[src/rtl/csl_pkg.sv]
`timescale 1ns / 1ps
// ----------------------------------------------------------------------------
// C subset lexer package
// Token and error codes, the result record and shared constants.
// ----------------------------------------------------------------------------
package csl_pkg;

	localparam int MAX_TOKEN_LEN_DEF = 255;
	localparam int COLUMN_BITS_DEF   = 24;
	localparam int QUEUE_DEPTH       = 4;
	localparam int CFG_INDEX_BITS    = 2;
	localparam int KW_BUF_LEN        = 6;

	localparam logic [15:0] FIRST_LINE_RST   = 16'd1;
	localparam logic [15:0] FIRST_COLUMN_RST = 16'd0;

	typedef enum logic [CFG_INDEX_BITS-1:0] {
		CFG_FIRST_LINE   = 2'd0,
		CFG_FIRST_COLUMN = 2'd1
	} cfg_reg_t;

	typedef enum logic [4:0] {
		TK_RETURN  = 5'd0,
		TK_INT     = 5'd1,
		TK_EXIT    = 5'd2,
		TK_IF      = 5'd3,
		TK_IDENT   = 5'd4,
		TK_LITERAL = 5'd5,
		TK_ASSIGN  = 5'd6,
		TK_EQ      = 5'd7,
		TK_LPAREN  = 5'd8,
		TK_RPAREN  = 5'd9,
		TK_LBRACE  = 5'd10,
		TK_RBRACE  = 5'd11,
		TK_SEMI    = 5'd12,
		TK_PLUS    = 5'd13,
		TK_INCR    = 5'd14,
		TK_MINUS   = 5'd15,
		TK_DECR    = 5'd16,
		TK_STAR    = 5'd17,
		TK_SLASH   = 5'd18,
		TK_ERROR   = 5'd19
	} tok_kind_t;

	typedef enum logic [1:0] {
		ERR_NONE    = 2'd0,
		ERR_BAD_CHR = 2'd1,
		ERR_BAD_RUN = 2'd2
	} err_kind_t;

	// Byte 0 holds the first character of the pending token.
	typedef logic [KW_BUF_LEN-1:0][7:0] kw_buf_t;

	localparam kw_buf_t KW_RETURN = {"n", "r", "u", "t", "e", "r"};
	localparam kw_buf_t KW_INT    = {8'h00, 8'h00, 8'h00, "t", "n", "i"};
	localparam kw_buf_t KW_EXIT   = {8'h00, 8'h00, "t", "i", "x", "e"};
	localparam kw_buf_t KW_IF     = {8'h00, 8'h00, 8'h00, 8'h00, "f", "i"};

	typedef struct packed {
		tok_kind_t   kind;
		err_kind_t   err;
		logic [15:0] line;
		logic [23:0] col;
		logic [7:0]  len;
		logic        ovf;
		logic        last;
	} csl_result_t;

	// Up to two results per character; a single result always uses slot 0.
	typedef struct packed {
		logic        v0;
		logic        v1;
		csl_result_t r0;
		csl_result_t r1;
	} csl_push_t;

endpackage

[src/rtl/csl_core.sv]
`timescale 1ns / 1ps
// ----------------------------------------------------------------------------
// C subset lexer core
// Holds the pending token and counters and turns one character into up to
// two results combinationally.
// ----------------------------------------------------------------------------
module csl_core #(
	parameter int MAX_TOKEN_LEN = csl_pkg::MAX_TOKEN_LEN_DEF,
	parameter int COLUMN_BITS   = csl_pkg::COLUMN_BITS_DEF
) (
	input  logic               clk,
	input  logic               arst_n,
	input  logic               step,
	input  logic [7:0]         ch,
	input  logic               last_char,
	input  logic [15:0]        first_line,
	input  logic [15:0]        first_column,
	output csl_pkg::csl_push_t push
);
	import csl_pkg::*;

	localparam int RUN_BITS = $clog2(MAX_TOKEN_LEN + 2);
	localparam int LEN_CAP  = (MAX_TOKEN_LEN < 255) ? MAX_TOKEN_LEN : 255;
	localparam logic [COLUMN_BITS-1:0] COL_MAX = {COLUMN_BITS{1'b1}};

	typedef enum logic [2:0] {
		CLS_NONE  = 3'd0,
		CLS_IDENT = 3'd1,
		CLS_LIT   = 3'd2,
		CLS_EQ    = 3'd3,
		CLS_PLUS  = 3'd4,
		CLS_MINUS = 3'd5
	} cls_t;

	typedef struct packed {
		tok_kind_t kind;
		err_kind_t err;
		logic      halt;
	} flush_t;

	cls_t                  cls_q;
	logic [RUN_BITS-1:0]   run_q;
	kw_buf_t               buf_q;
	logic [15:0]           line_q;
	logic [COLUMN_BITS-1:0] col_q;
	logic                  halted_q;

	function automatic logic is_alpha(input logic [7:0] c);
		return (c inside {["a":"z"], ["A":"Z"]});
	endfunction

	function automatic logic is_digit(input logic [7:0] c);
		return (c inside {["0":"9"]});
	endfunction

	function automatic logic continues(input cls_t cls, input logic [7:0] c);
		logic r;
		case (cls)
			CLS_IDENT: r = is_alpha(c) || is_digit(c) || (c == "_");
			CLS_LIT:   r = is_digit(c);
			CLS_EQ:    r = (c == "=");
			CLS_PLUS:  r = (c == "+");
			CLS_MINUS: r = (c == "-");
			default:   r = 1'b0;
		endcase
		return r;
	endfunction

	function automatic flush_t run_token(input logic [RUN_BITS-1:0] run,
			input tok_kind_t one, input tok_kind_t two);
		flush_t f;
		f.halt = 1'b0;
		f.err  = ERR_NONE;
		if (run == RUN_BITS'(1)) begin
			f.kind = one;
		end else if (run == RUN_BITS'(2)) begin
			f.kind = two;
		end else begin
			f.kind = TK_ERROR;
			f.err  = ERR_BAD_RUN;
			f.halt = 1'b1;
		end
		return f;
	endfunction

	function automatic flush_t flush_eval(input cls_t cls, input logic [RUN_BITS-1:0] run,
			input kw_buf_t b);
		flush_t f;
		f.kind = TK_IDENT;
		f.err  = ERR_NONE;
		f.halt = 1'b0;
		case (cls)
			CLS_IDENT: begin
				if (run == RUN_BITS'(6) && b == KW_RETURN) f.kind = TK_RETURN;
				else if (run == RUN_BITS'(3) && b == KW_INT) f.kind = TK_INT;
				else if (run == RUN_BITS'(4) && b == KW_EXIT) f.kind = TK_EXIT;
				else if (run == RUN_BITS'(2) && b == KW_IF) f.kind = TK_IF;
				else f.kind = TK_IDENT;
			end
			CLS_LIT:   f.kind = TK_LITERAL;
			CLS_EQ:    f = run_token(run, TK_ASSIGN, TK_EQ);
			CLS_PLUS:  f = run_token(run, TK_PLUS, TK_INCR);
			CLS_MINUS: f = run_token(run, TK_MINUS, TK_DECR);
			default:   f.kind = TK_IDENT;
		endcase
		return f;
	endfunction

	function automatic csl_result_t make_res(input tok_kind_t kind, input err_kind_t err,
			input logic [15:0] line, input logic [COLUMN_BITS-1:0] col,
			input logic [RUN_BITS-1:0] count);
		csl_result_t r;
		logic [31:0] col32;
		col32  = 32'(col);
		r.kind = kind;
		r.err  = err;
		r.line = line;
		r.col  = (col32 > 32'h00FF_FFFF) ? 24'hFF_FFFF : col32[23:0];
		r.ovf  = (count > RUN_BITS'(LEN_CAP));
		r.len  = r.ovf ? 8'(LEN_CAP) : 8'(count);
		r.last = 1'b0;
		return r;
	endfunction

	// Character decode for a character that starts fresh.
	cls_t      fcls;
	logic      is_single, is_nl, is_ws, is_bad;
	tok_kind_t single_kind;

	always_comb begin
		fcls        = CLS_NONE;
		is_single   = 1'b0;
		is_nl       = 1'b0;
		is_ws       = 1'b0;
		is_bad      = 1'b0;
		single_kind = TK_LPAREN;
		if (is_alpha(ch) || ch == "_") begin
			fcls = CLS_IDENT;
		end else if (is_digit(ch)) begin
			fcls = CLS_LIT;
		end else begin
			case (ch)
				"=":   fcls = CLS_EQ;
				"+":   fcls = CLS_PLUS;
				"-":   fcls = CLS_MINUS;
				"(": begin is_single = 1'b1; single_kind = TK_LPAREN; end
				")": begin is_single = 1'b1; single_kind = TK_RPAREN; end
				"{": begin is_single = 1'b1; single_kind = TK_LBRACE; end
				"}": begin is_single = 1'b1; single_kind = TK_RBRACE; end
				";": begin is_single = 1'b1; single_kind = TK_SEMI; end
				"*": begin is_single = 1'b1; single_kind = TK_STAR; end
				"/": begin is_single = 1'b1; single_kind = TK_SLASH; end
				8'h0A: is_nl = 1'b1;
				8'h20, 8'h09, 8'h0B, 8'h0C, 8'h0D: is_ws = 1'b1;
				default: is_bad = 1'b1;
			endcase
		end
	end

	logic                   cont, emit_a, emit_b, emit_c, halt1, fresh_ok;
	flush_t                 f1, f2;
	cls_t                   ncls;
	logic [RUN_BITS-1:0]    nrun, run_ext;
	kw_buf_t                nbuf, buf_ext, buf_new;
	logic [COLUMN_BITS-1:0] col_inc, col_n;
	logic [15:0]            line_n;
	csl_result_t            res_a, res_b, res_c;

	always_comb begin
		cont     = (cls_q != CLS_NONE) && continues(cls_q, ch);
		f1       = flush_eval(cls_q, run_q, buf_q);
		emit_a   = !halted_q && !cont && (cls_q != CLS_NONE);
		halt1    = emit_a && f1.halt;
		fresh_ok = !halted_q && !cont && !halt1;

		for (int i = 0; i < KW_BUF_LEN; i++) begin
			buf_ext[i] = (run_q == RUN_BITS'(i)) ? ch : buf_q[i];
			buf_new[i] = (i == 0) ? ch : 8'h00;
		end
		run_ext = (run_q <= RUN_BITS'(MAX_TOKEN_LEN)) ? run_q + 1'b1 : run_q;

		if (cont) begin
			ncls = cls_q;
			nrun = run_ext;
			nbuf = buf_ext;
		end else if (fresh_ok && fcls != CLS_NONE) begin
			ncls = fcls;
			nrun = RUN_BITS'(1);
			nbuf = buf_new;
		end else begin
			ncls = CLS_NONE;
			nrun = '0;
			nbuf = '0;
		end

		col_inc = (col_q == COL_MAX) ? col_q : col_q + 1'b1;
		col_n   = (!halted_q && (cont || (fresh_ok && !is_bad))) ? col_inc : col_q;
		line_n  = (fresh_ok && is_nl && line_q != 16'hFFFF) ? line_q + 16'd1 : line_q;

		emit_b = fresh_ok && (is_single || is_bad);
		f2     = flush_eval(ncls, nrun, nbuf);
		emit_c = !halted_q && last_char && !halt1 && !(fresh_ok && is_bad) &&
			(ncls != CLS_NONE);

		res_a = make_res(f1.kind, f1.err, line_q, col_q, run_q);
		res_b = is_bad ? make_res(TK_ERROR, ERR_BAD_CHR, line_q, col_q, RUN_BITS'(1))
			: make_res(single_kind, ERR_NONE, line_q, col_q, RUN_BITS'(1));
		res_c = make_res(f2.kind, f2.err, line_q, col_n, nrun);

		// Results B and C never occur together, so at most two go out.
		push.v0 = step && (emit_a || emit_b || emit_c);
		push.v1 = step && emit_a && (emit_b || emit_c);
		push.r0 = emit_a ? res_a : (emit_b ? res_b : res_c);
		push.r1 = emit_b ? res_b : res_c;
		push.r0.last = !(emit_a && (emit_b || emit_c));
		push.r1.last = 1'b1;
	end

	logic [COLUMN_BITS-1:0] col_start;
	assign col_start = (32'(first_column) > 32'(COL_MAX)) ? COL_MAX
		: COLUMN_BITS'(first_column);

	always_ff @(posedge clk or negedge arst_n) begin
		if (!arst_n) begin
			cls_q    <= CLS_NONE;
			run_q    <= '0;
			buf_q    <= '0;
			line_q   <= FIRST_LINE_RST;
			col_q    <= COLUMN_BITS'(FIRST_COLUMN_RST);
			halted_q <= 1'b0;
		end else if (step) begin
			if (last_char) begin
				cls_q    <= CLS_NONE;
				run_q    <= '0;
				buf_q    <= '0;
				line_q   <= first_line;
				col_q    <= col_start;
				halted_q <= 1'b0;
			end else if (!halted_q) begin
				cls_q    <= ncls;
				run_q    <= nrun;
				buf_q    <= nbuf;
				line_q   <= line_n;
				col_q    <= col_n;
				halted_q <= halt1 || (fresh_ok && is_bad);
			end
		end
	end

endmodule

[src/rtl/csl_out_queue.sv]
`timescale 1ns / 1ps
// ----------------------------------------------------------------------------
// C subset lexer result queue
// Small queue that takes up to two results a cycle and hands out one while out_ready is high.
// ----------------------------------------------------------------------------
module csl_out_queue (
	input  logic                 clk,
	input  logic                 arst_n,
	input  csl_pkg::csl_push_t   push,
	output logic                 room2,
	output logic                 out_valid,
	input  logic                 out_ready,
	output csl_pkg::csl_result_t head
);
	import csl_pkg::*;

	localparam int PW = $clog2(QUEUE_DEPTH);
	localparam int CW = $clog2(QUEUE_DEPTH + 1);

	csl_result_t   mem_q [QUEUE_DEPTH];
	logic [PW-1:0] rd_q, wr_q;
	logic [CW-1:0] cnt_q;
	logic          pop;
	logic [1:0]    npush;

	assign room2     = (cnt_q <= CW'(QUEUE_DEPTH - 2));
	assign out_valid = (cnt_q != '0);
	assign pop       = out_valid && out_ready;
	assign head      = mem_q[rd_q];
	assign npush     = {1'b0, push.v0} + {1'b0, push.v1};

	always_ff @(posedge clk) begin
		if (push.v0) mem_q[wr_q] <= push.r0;
		if (push.v1) mem_q[PW'(wr_q + 1'b1)] <= push.r1;
	end

	always_ff @(posedge clk or negedge arst_n) begin
		if (!arst_n) begin
			rd_q  <= '0;
			wr_q  <= '0;
			cnt_q <= '0;
		end else begin
			wr_q  <= wr_q + PW'(npush);
			rd_q  <= rd_q + PW'(pop);
			cnt_q <= cnt_q + CW'(npush) - CW'(pop);
		end
	end

	a_no_overflow: assert property (@(posedge clk) disable iff (!arst_n)
		cnt_q <= CW'(QUEUE_DEPTH))
		else $error("result queue holds more than its depth");

	a_pair_room: assert property (@(posedge clk) disable iff (!arst_n)
		push.v1 |-> cnt_q <= CW'(QUEUE_DEPTH - 2))
		else $error("two results pushed without room for both");

	a_pair_order: assert property (@(posedge clk) disable iff (!arst_n)
		push.v1 |-> push.v0)
		else $error("second result slot used without the first");

	a_pop_count: assert property (@(posedge clk) disable iff (!arst_n)
		(!push.v0 && pop) |=> cnt_q == $past(cnt_q) - 1'b1)
		else $error("queue count did not drop after a pop");

endmodule

[src/rtl/c_subset_lexer_unit.sv]
`timescale 1ns / 1ps
// ----------------------------------------------------------------------------
// C subset lexer unit
// Maximal munch tokenizer taking one source character per request.
// ----------------------------------------------------------------------------
// Path: a result reaches the master side through the input register, then
// the lexer step into the result queue.
// Throughput: one character per cycle while each gives at most one result and
// the master side keeps up; a character that gives two results hands them out one after the other,
// absorbed by the four-entry result queue, and input stalls while the queue holds over two.
// Reset clears the lexer state, loads line 1 and column 0, and empties the queue.
module c_subset_lexer_unit #(
	parameter int MAX_TOKEN_LEN = csl_pkg::MAX_TOKEN_LEN_DEF,
	parameter int COLUMN_BITS   = csl_pkg::COLUMN_BITS_DEF
) (
	input  logic                               clk,
	input  logic                               arst_n,
	input  logic                               s_tvalid,
	output logic                               s_tready,
	input  logic [7:0]                         s_tdata,   // [7:0] ch
	input  logic                               s_tlast,   // last_char
	output logic                               m_tvalid,
	input  logic                               m_tready,
	// [15:0] line_no, [39:16] column_no, [47:40] token_length,
	// [48] length_overflow, [55:49] zero
	output logic [55:0]                        m_tdata,
	output logic [6:0]                         m_tuser,   // [4:0] token_kind, [6:5] error_kind
	output logic                               m_tlast,   // last_result
	input  logic                               cfg_valid,
	output logic                               cfg_ready,
	input  logic [csl_pkg::CFG_INDEX_BITS-1:0] cfg_index,
	input  logic [15:0]                        cfg_data
);
	import csl_pkg::*;

	logic        valid_s1, last_s1;
	logic [7:0]  ch_s1;
	logic [15:0] first_line_q, first_column_q;
	logic        room2, fire;
	csl_push_t   push;
	csl_result_t head;

	assign cfg_ready = 1'b1;
	assign s_tready  = !valid_s1 || room2;
	assign fire      = valid_s1 && room2;

	always_ff @(posedge clk or negedge arst_n) begin
		if (!arst_n) begin
			first_line_q   <= FIRST_LINE_RST;
			first_column_q <= FIRST_COLUMN_RST;
		end else if (cfg_valid) begin
			case (cfg_reg_t'(cfg_index))
				CFG_FIRST_LINE:   first_line_q   <= cfg_data;
				CFG_FIRST_COLUMN: first_column_q <= cfg_data;
				default: ;
			endcase
		end
	end

	always_ff @(posedge clk or negedge arst_n) begin
		if (!arst_n) begin
			valid_s1 <= 1'b0;
		end else if (s_tvalid && s_tready) begin
			valid_s1 <= 1'b1;
		end else if (fire) begin
			valid_s1 <= 1'b0;
		end
	end

	always_ff @(posedge clk) begin
		if (s_tvalid && s_tready) begin
			ch_s1   <= s_tdata;
			last_s1 <= s_tlast;
		end
	end

	csl_core #(
		.MAX_TOKEN_LEN(MAX_TOKEN_LEN),
		.COLUMN_BITS  (COLUMN_BITS)
	) u_core (
		.clk         (clk),
		.arst_n      (arst_n),
		.step        (fire),
		.ch          (ch_s1),
		.last_char   (last_s1),
		.first_line  (first_line_q),
		.first_column(first_column_q),
		.push        (push)
	);

	csl_out_queue u_queue (
		.clk      (clk),
		.arst_n   (arst_n),
		.push     (push),
		.room2    (room2),
		.out_valid(m_tvalid),
		.out_ready(m_tready),
		.head     (head)
	);

	assign m_tdata = {7'b0, head.ovf, head.len, head.col, head.line};
	assign m_tuser = {head.err, head.kind};
	assign m_tlast = head.last;

endmodule
[config.mk]
export PLATFORM = sky130hd
export DESIGN_NAME = c_subset_lexer_unit
export DESIGN_NICKNAME = d
export VERILOG_FILES = /design/src/rtl/csl_pkg.sv /design/src/rtl/csl_core.sv /design/src/rtl/csl_out_queue.sv /design/src/rtl/c_subset_lexer_unit.sv
export SDC_FILE = /design/constraint.sdc
export NUM_CORES = 1
export LEC_CHECK = 0
export ABC_CLOCK_PERIOD_IN_PS = 8300
export BUFFER_PORTS_ARGS = -buffer_cell sky130_fd_sc_hd__buf_2
export CORE_UTILIZATION = 55
export CTS_BUF_LIST = sky130_fd_sc_hd__clkbuf_16
export CTS_CLUSTER_SIZE = 30
export DETAILED_ROUTE_END_ITERATION = 6
export PLACE_DENSITY = 0.73
export RECOVER_POWER = 50
export SLEW_MARGIN = 20
export SYNTH_ARGS = -nofsm -noshare
export SYNTH_HDL_FRONTEND = slang
export SYNTH_HIERARCHICAL = 1
export SYNTH_SLANG_ARGS = --single-unit
[constraint.sdc]
create_clock -name clk -period 8.3 [get_ports clk]
set_input_delay 0.415 -clock clk [delete_from_list [all_inputs] [get_ports clk]]
set_output_delay 0.415 -clock clk [all_outputs]
set_load 0.1 [all_outputs]
# ---- Word level (Yosys, flattened, before mapping)
# Memories as Yosys holds them, arrays and structs flattened.
# Cells that the tools add are included.
dict set report word_totals {
  register_bits 150
  n_memories 1
  ramBits 228
}
dict set report op_classes {
  reduce_logical 68
  addsub 9
  magnitude_cmp 10
  eq_ne 50
  muxes 83
}
# memory depth word_bits rd rd_clocked_by_memory_dff wr line
set mem_list {}
lappend mem_list {u_queue.mem_q 4 57 1 0 2 csl_out_queue.sv:20} ;# csl_result_t mem_q [QUEUE_DEPTH];
# cell n
set op_table {}
lappend op_table {{57-bit two-way mux} 3}
lappend op_table {{48-bit two-way mux} 3}
lappend op_table {{48-bit by 15-bit equality test with 1-bit output (second input constant)} 2}
lappend op_table {{48-bit by 23-bit equality test with 1-bit output (second input constant)} 2}
lappend op_table {{48-bit by 31-bit equality test with 1-bit output (second input constant)} 2}
lappend op_table {{48-bit by 47-bit equality test with 1-bit output (second input constant)} 2}
lappend op_table {{24-bit two-way mux} 4}
lappend op_table {{5-bit two-way mux} 18}
lappend op_table {{8-bit by 6-bit equality test with 1-bit output (second input constant)} 9}
lappend op_table {{8-bit two-way mux} 9}
lappend op_table {{5-bit one-hot mux with 5 select lines} 2}
lappend op_table {{16-bit two-way mux} 3}
lappend op_table {{9-bit by 3-bit equality test with 1-bit output (second input constant)} 5}
lappend op_table {{3-bit two-way mux} 14}
lappend op_table {{8-bit by 4-bit equality test with 1-bit output (second input constant)} 5}
lappend op_table {{9-bit by 2-bit equality test with 1-bit output (second input constant)} 4}
lappend op_table {{9-bit two-way mux} 4}
lappend op_table {{1-bit logical AND} 34}
lappend op_table {{5-bit one-hot mux with 6 select lines} 1}
lappend op_table {{24-bit by 1-bit adder with 24-bit output (second input constant)} 1}
lappend op_table {{24-bit equality test (second input constant)} 1}
lappend op_table {{8-bit by 7-bit equality test with 1-bit output (second input constant)} 3}
lappend op_table {{9-bit by 1-bit equality test with 1-bit output (second input constant)} 2}
lappend op_table {{9-bit by 8-bit > comparator with 1-bit output (second input constant)} 2}
lappend op_table {{35 further kinds} 85}

# ---- Depth between registers and ports, before layout
# Gate-level depths: netlist of run 1.
dict set report depth {
  word_depth 25
  depth_mapped 21
  mapped_depth_nobuf 20
}

# ---- By module
# The synthesis of run 1 kept the hierarchy.
# mod n_inst seq_area_each_um2 cells_each area_each_um2
set by_module_without_submodules {}
lappend by_module_without_submodules {csl_out_queue 1 7021.7 589 11426.0}
lappend by_module_without_submodules {csl_core 1 2528.7 1070 8241.7}
lappend by_module_without_submodules {c_subset_lexer_unit 1 1097.3 92 1601.5}

# ---- Worst setup path before layout of run 1
# No wires, ideal clock.
dict set report synth_timing {
  path_kind {reg-to-reg}
  start {register u_core.run_q[3]}
  end {memory u_queue/mem_q[2][0] in the netlist's numbering, enable pin}
  slack_ps 1178
  path_stages_with_launch 11
  n_path_buf 1
  arrival_ps 6571
  required_ps 7749
  path_cell_list {dfrtp_1 > or4_1 > clkbuf_1 > o32a_1 > nor2_1 > nand3_1 > nor3_1 > nor2_1 > a21oi_1 > nand2b_1 > o21ai_0}
}
# element line
set synth_rtl {}
lappend synth_rtl {{from (decl)} csl_core.sv:42} ;# logic [RUN_BITS-1:0] run_q;
lappend synth_rtl {{from (signal assigned)} csl_core.sv:241} ;# run_q <= nrun;
lappend synth_rtl {{to (decl)} csl_out_queue.sv:20}

==> results.ini, run 1 <==
[run_status]
status=finished with violations
violations=capacitance limit, slew limit

[global_route]
grt_max_degree=76
gr-usage-all-layers_pct=29.3
grt_overflow_total=0
grt_pass1_wl_um=87400
grt_pass1_vias=14800
antenna_found_initial=2

[synth]
synth_top_family_by_area=multiplexers
seq_area_frac_synth_pct=50.1
ys_types=90
synth_mux_area_share_pct=21.2
synthAdderAreaFrac_pct=0.859
ys_ff_latch=378
syn_avg_cell_area_um2=12.1
synth_simple_gate_area_share_pct=12.2
synth_top_area_share_pct=33.5
synth.area.top_cells=edfxtp_1, dfrtp_1, mux2_2, mux4_2, mux2_1
synth_edf_count=237
synth_compound_area_share_pct=9.29
netlist_area_um2=21300
ys.flop_type=edfxtp_1
async_reset_ff_share_pct=37.3
synth_xor_area_share_pct=2.31
yosys.area.top_type=edfxtp_1
synthCells=1751
ys_warn_count=6

[layout]
area_growth_pct=8.32
fill_cells=2987
drive_gt1_share_pct=23.0
post-route-util_pct=60.9
nets=1813
n_antenna_cell=0
final_cells=2309

[timing]
relSlewSlack_pct=-190
period_needed_ns=6.47
final-setup-viol-count=0
hold_viol=0
tightest_slew_ns=4.35
drv_slew=304
period_share_pct=77.9
whs_ns=0.0319
grt_setup_unrepaired=false
setup_ws_ns=1.83
finalSetupTns_ns=0
fin_skew_ns=0.0241
fmax_ghz=0.155

[setup_path]
r2r_cells=12
crit_path_end=u_queue/mem_q[0][46]
critical_path_class=reg -> reg
arrival_ns=6.68
timing.rr.start=ch_s1[0]
r2r_slack_ns=1.83
critical_path.startpoint=ch_s1[0]
startpoint_type=flip-flop
required_ns=8.51
crit_fanout=58
r2r_end=u_queue/mem_q[0][46]
critPathCaptureType=flip-flop

[floorplanning]
pin_count=99
die_h_um=199
dieArea_um2=39500
start_util_pct=56.2
die_w_um=199
core-area_um2=37800
rows=71

[pwr]
cellLeakagePower_nw=8.72
intPower_w=0.00470
pwr-share-comb_pct=45.7
seq_power_share_pct=33.3
peakVddDrop_v=0.000498
p_sw_w=0.00400
power_per_cell_area_nw_per_um2=378
switching_share_pct=46.0
clockPowerShare_pct=20.9

[drt]
wirelength_um=56400
drc_errors=0
post_drt_wl_per_cell_um=24.4
ant_nets=0
vias_per_cell=6.51
first_pass_iters=6
vias=15000
drtIter0Drc=1498

[cts]
clockBufferDepth=3
clkSlewWorstSetupHoldPaths_ns=0.06
cts_resized=0
cts_tree=yes
root_buffer=clkbuf_16
h-tree-depth=2
cts_buffers=42
clock_sinks=378
clock_latency_ns=0.57

[min_path]
hold_depth=1
hold_path.class=in -> reg

[placement]
portBuffers=90
place_ws_ns=2.24
dp_hpwl_um=36500
dp_cells=2233
gp_congestion=0.933

[flow_run]
drv_cap=7

critical path, stage by stage, from the launching register on:
cell	delay [ns]
edfxtp_1	0.96
nand3_1	0.38
a2111oi_0	0.63
a21oi_1	0.30
a31oi_1	0.37
and2_0	0.35
nand3b_1	0.15
nand2_1	0.10
nand2_1	0.12
nor2_1	0.48
nand3_4	0.87
o21ai_4	0.79
buf_4	0.57
sequential cells by signal (all words and copies together), names as in the netlist, 3 cells and up:
name,cells
u_queue/cnt_q,3
u_core/buf_q,48
u_core/col_q,24
ch_s1,8
first_line_q,16
first_column_q,16
u_core/cls_q,3
u_core/line_q,16
u_queue/mem_q,228
u_core/run_q,9
metal layers:
| metal | global-route usage [%] | part of all wire [%] | up-vias |
|---|---|---|---|
| met5 | 0 | 0.048 | - |
| met4 | 10.2 | 2.9 | 4 |
| met3 | 5.36 | 7.9 | 122 |
| met2 | 46.1 | 47 | 681 |
| met1 | 40.9 | 42 | 7535 |
| li1 | - | - | 6685 |
cell usage after synthesis (16+ instances only):
library cell,n
a31oi_1,21
o22ai_1,24
a22o_1,43
mux2i_1,16
nand3_1,60
mux2_4,19
xor2_1,27
a21oi_1,68
dfrtp_1,139
and2_1,16
edfxtp_1,237
buf_2,21
xnor2_1,29
and3_1,24
nor4_1,24
buf_4,36
mux2_2,197
clkbuf_1,67
inv_1,22
nand2_1,109
mux2_1,49
nor3_1,23
mux4_2,57
nand4_1,16
o21ai_0,67
nor2_1,115
repair_timing:
item / 4_1_cts / 5_1_grt
setup endpoints to repair: 0 / 0
buffers inserted: 0 / 0
hold buffers: 1 / 0
hold endpoints to repair: 74 / 0
cell usage in the layout, fill, tap and decap left out, types with 11 or more instances in the layout:
master	instances
a21oi_1	68
o22ai_1	24
nand2_1	109
a22o_1	43
xnor2_1	29
nor4_1	24
nor2_1	113
mux2i_1	16
buf_4	16
and3_1	24
nand2b_1	11
nand4_1	16
dfrtp_1	137
mux4_2	57
edfxtp_1	237
or3_1	13
clkbuf_1	65
ha_1	13
mux2_2	195
mux2_4	19
buf_2	30
o21ai_0	67
inv_1	32
nand3_1	59
nor3_1	24
xor2_1	27
a31oi_1	21
clkbuf_16	43
mux2_1	51
clkinv_2	12
how the worst min path moves through the flow:
stage | startpoint | to | slack [ns]
after global routing | s_tdata[3] | ch_s1[3] | 0.02
after detailed placement | u_core/buf_q[39] | u_core/buf_q[39] | 0.48
after global placement | u_core/buf_q[39] | u_core/buf_q[39] | 0.47
after floorplan | arst_n | first_column_q[0] | 0.12
after CTS | s_tdata[3] | ch_s1[3] | 0.007
final | s_tdata[3] | ch_s1[3] | 0.03
stage by stage:
| step | total power [W] | area [um^2] |
|---|---|---|
| 2_1_floorplan | 0.00608 | 21300 |
| 3_3_place_gp | 0.00681 | 21800 |
| 3_5_place_dp | 0.00689 | 21800 |
| 4_1_cts | 0.00873 | 23200 |
| 5_1_grt | 0.00907 | 23000 |
| 6_report | 0.00870 | 23000 |
power groups by stage:
stage	registers [W]	clock network (W)	logic, W
2_1_floorplan	0.00271	0	0.00336
3_3_place_gp	0.00291	0	0.00391
3_5_place_dp	0.00293	0	0.00396
4_1_cts	0.00290	0.00185	0.00398
5_1_grt	0.00296	0.00193	0.00418
6_report	0.00290	0.00182	0.00398
kinds of logic (layout without fill, tap and decap cells):
family	count (synthesis)	count (layout)
multiplexers	338	338
XOR/XNOR	56	56
other	3	9
flip-flops	378	378
adder cells (fa/ha/maj)	14	14
AO/OA/AOI/OAI	298	298
AND/OR/NAND/NOR	495	495
buffers and inverters	169	210
area by class of cell:
type / instances / area (um^2) / area share (%)
clock buffer: 43 / 1080 / 4.67
sequential: 378 / 10700 / 46.2
timing repair buffer: 113 / 529 / 2.30
multi-input combinational: 1210 / 9800 / 42.5
inverter: 22 / 82.6 / 0.358
clock inverter: 32 / 263 / 1.14
tap: 511 / 639 / 2.78
No activity file was read; power rests on OpenSTA's default activity.
==> inputs of run 2 (changes only) <==
- ABC_CLOCK_PERIOD_IN_PS: 8300 -> 6100
- clock period: 8.3 -> 6.1 ns (I/O delays scaled with it)
==> run 2 against run 1 <==
Effect of this change:
- the flow still finishes with violations (capacitance limit, slew limit)
- clock skew increased by 0.0086 ns
- register-to-register slack worse by 1.0 ns
- hold slack worse by 0.010 ns
- die area stayed put
- largest power group unchanged
- highest routed layer is now met4
==> results.ini, run 2 (synthesis results as in run 1) <==
[drt]
vias=15000  ; about the same
drc_errors=0  ; unchanged
ant_nets=0  ; unchanged
first_pass_iters=6  ; unchanged
drtIter0Drc=1434  ; was 1498
wirelength_um=55400  ; was 56400 um
vias_per_cell=6.40  ; was 6.51
post_drt_wl_per_cell_um=23.7  ; was 24.4 um

[timing]
period_share_pct=89.8
fin_skew_ns=0.0327  ; was 0.0241 ns
relSlewSlack_pct=-178  ; was -190%
fmax_ghz=0.183
final-setup-viol-count=0  ; unchanged
drv_slew=144  ; was 304
grt_setup_unrepaired=false  ; unchanged
tightest_slew_ns=4.17  ; was 4.35 ns
hold_viol=0  ; unchanged
period_needed_ns=5.48

[min_path]
hold_path.class=in -> reg  ; unchanged
hp-start=cfg_data[2]  ; was s_tdata[3]

[floorplanning]
pin_count=99  ; unchanged
start_util_pct=56.2  ; unchanged
dieArea_um2=39500  ; unchanged
die_w_um=199  ; unchanged
rows=71  ; unchanged
core-area_um2=37800  ; unchanged
die_h_um=199  ; unchanged

[cts]
root_buffer=clkbuf_16  ; unchanged
clock_latency_ns=0.58  ; was 0.57 ns
clock_sinks=378  ; unchanged
clockBufferDepth=3  ; unchanged
h-tree-depth=2  ; unchanged
cts_tree=yes  ; unchanged
cts_buffers=41  ; was 42
hold_buffers=16  ; was 1
postCtsSetupBuffers=0  ; unchanged
cts_resized=0  ; unchanged
clkSlewWorstSetupHoldPaths_ns=0.06  ; about the same

[placement]
place_area_um2=22000  ; was 21800 um^2
portBuffers=90  ; unchanged
gp_congestion=0.966  ; was 0.933
dp_cells=2248  ; was 2233
dp_hpwl_um=35900  ; was 36500 um

[global_route]
grt_overflow_total=0  ; unchanged
gr-usage-all-layers_pct=28.6  ; was 29.3%
grt_pass1_vias=14700  ; was 14800
antenna_found_initial=1  ; was 2
grt_max_degree=76  ; unchanged
grt_pass1_wl_um=85700  ; was 87400 um

[setup_path]
required_ns=5.79  ; was 8.51 ns
critical_path.startpoint=u_queue/rd_q[1]  ; was ch_s1[0]
cpMaxStageDelayCell=clkbuf_1  ; was edfxtp_1
crit_buf_inv=2  ; was 1
arrival_ns=5.17  ; was 6.68 ns
timing.rr.start=u_core/run_q[3]  ; was ch_s1[0]
critical_path_class=reg -> out  ; was reg -> reg
cpPeakStageDelay_ns=2.92  ; was 0.96 ns
startpoint_type=flip-flop  ; unchanged
critPathTopFamily=buffers and inverters  ; was simple AND/OR/NAND/NOR gates
crit_fanout=58  ; unchanged
crit_chain=clkbuf_1, mux4_2, clkbuf_2  ; was nand3_1, a2111oi_0, a21oi_1, a31oi_1, and2_0, nand3b_1, nand2_1, nand2_1, nor2_1, nand3_4, o21ai_4, buf_4
critPathCaptureType=primary output  ; was flip-flop

[layout]
largest_register=u_queue/mem_q  ; unchanged
largest_reg_flops=228  ; unchanged
reg_top3=u_queue/mem_q x228, u_core/buf_q x48, u_core/col_q x24  ; unchanged
final_cell_mix=edfxtp_1, mux2_2, dfrtp_1  ; unchanged
fin_area_um2=23300  ; was 23000 um^2
drive_gt1_share_pct=26.1  ; was 23.0%
nets=1842  ; was 1813
final_common_cell=edfxtp_1  ; unchanged
final_cells=2340  ; was 2309
n_antenna_cell=0  ; unchanged
area_growth_pct=9.65  ; was 8.32%

[pwr]
peakVddDrop_v=0.000436  ; was 0.000498 V
power_per_cell_area_nw_per_um2=504  ; was 378 nW/um^2
cellLeakagePower_nw=8.98  ; was 8.72 nW

[flow_run]
drv_cap=3  ; was 7

[run_status]
status=finished with violations  ; unchanged
violations=capacitance limit, slew limit  ; unchanged

[run 2: changes by cell type in the layout (fill, tap and decap cells not counted), moves of 2 or more]
cell	change
and2_0	+2
and2_1	-2
buf_4	+14
bufinv_16	-3
clkbuf_1	-57
clkbuf_2	+56
clkinv_1	+9
clkinv_2	-4
dlygate4sd3_1	+15
[run 2: worst paths after layout]
| path | to | slack, ns | depth (start not counted) |
|---|---|---|---|
| max | m_tuser[4] | 0.62 | 3 |
| min | first_line_q[2] | 0.02 | 2 |
| max reg2reg | u_queue/cnt_q[2] | 0.83 | 18 |
| min reg2reg | u_queue/cnt_q[2] | 0.51 | 1 |
| max in group asynchronous | u_queue/rd_q[0] | 1.66 | 2 |
| min in group asynchronous | u_core/buf_q[41] | 1.68 | 2 |
[run 2: power breakdown]
| group | total, W | switching (W) | internal (W) |
|---|---|---|---|
| sequential | 0.00391 | 0.000516 | 0.00339 |
| combinational | 0.00550 | 0.00386 | 0.00164 |
| clock | 0.00234 | 0.00102 | 0.00132 |
| total | 0.0118 | 0.00539 | 0.00636 |
[run 2: area by class of cell]
type / count / area [um^2]
multi-input combinational: 1210 / 9800
timing repair buffer: 143 / 876
clock inverter: 33 / 191
sequential: 378 / 10700
clock buffer: 43 / 1080
inverter: 22 / 82.6
fill: 3042 / 14500
tap: 511 / 639
[run 2: through the flow]
step	total power (W)	util (%)	hold WS [ns]	worst slack, ns	TNS, ns
global route	0.0123	61.6	0.00495	0.461	0
finish	0.0118	61.6	0.0215	0.623	0
detailed placement	0.00938	58.1	0.368	1.32	0
global placement	0.00928	58.1	0.355	1.45	0
CTS	0.0117	61.8	0.00149	1.32	0
floorplan	0.00827	-	0.00941	-1.02	-116.51
[run 2: metal layers]
metal  track usage, %  routed length, um
met1             41.5              24500
met2             44.2              25800
met3             4.85               3860
met4             8.15               1250
met5                0                  0
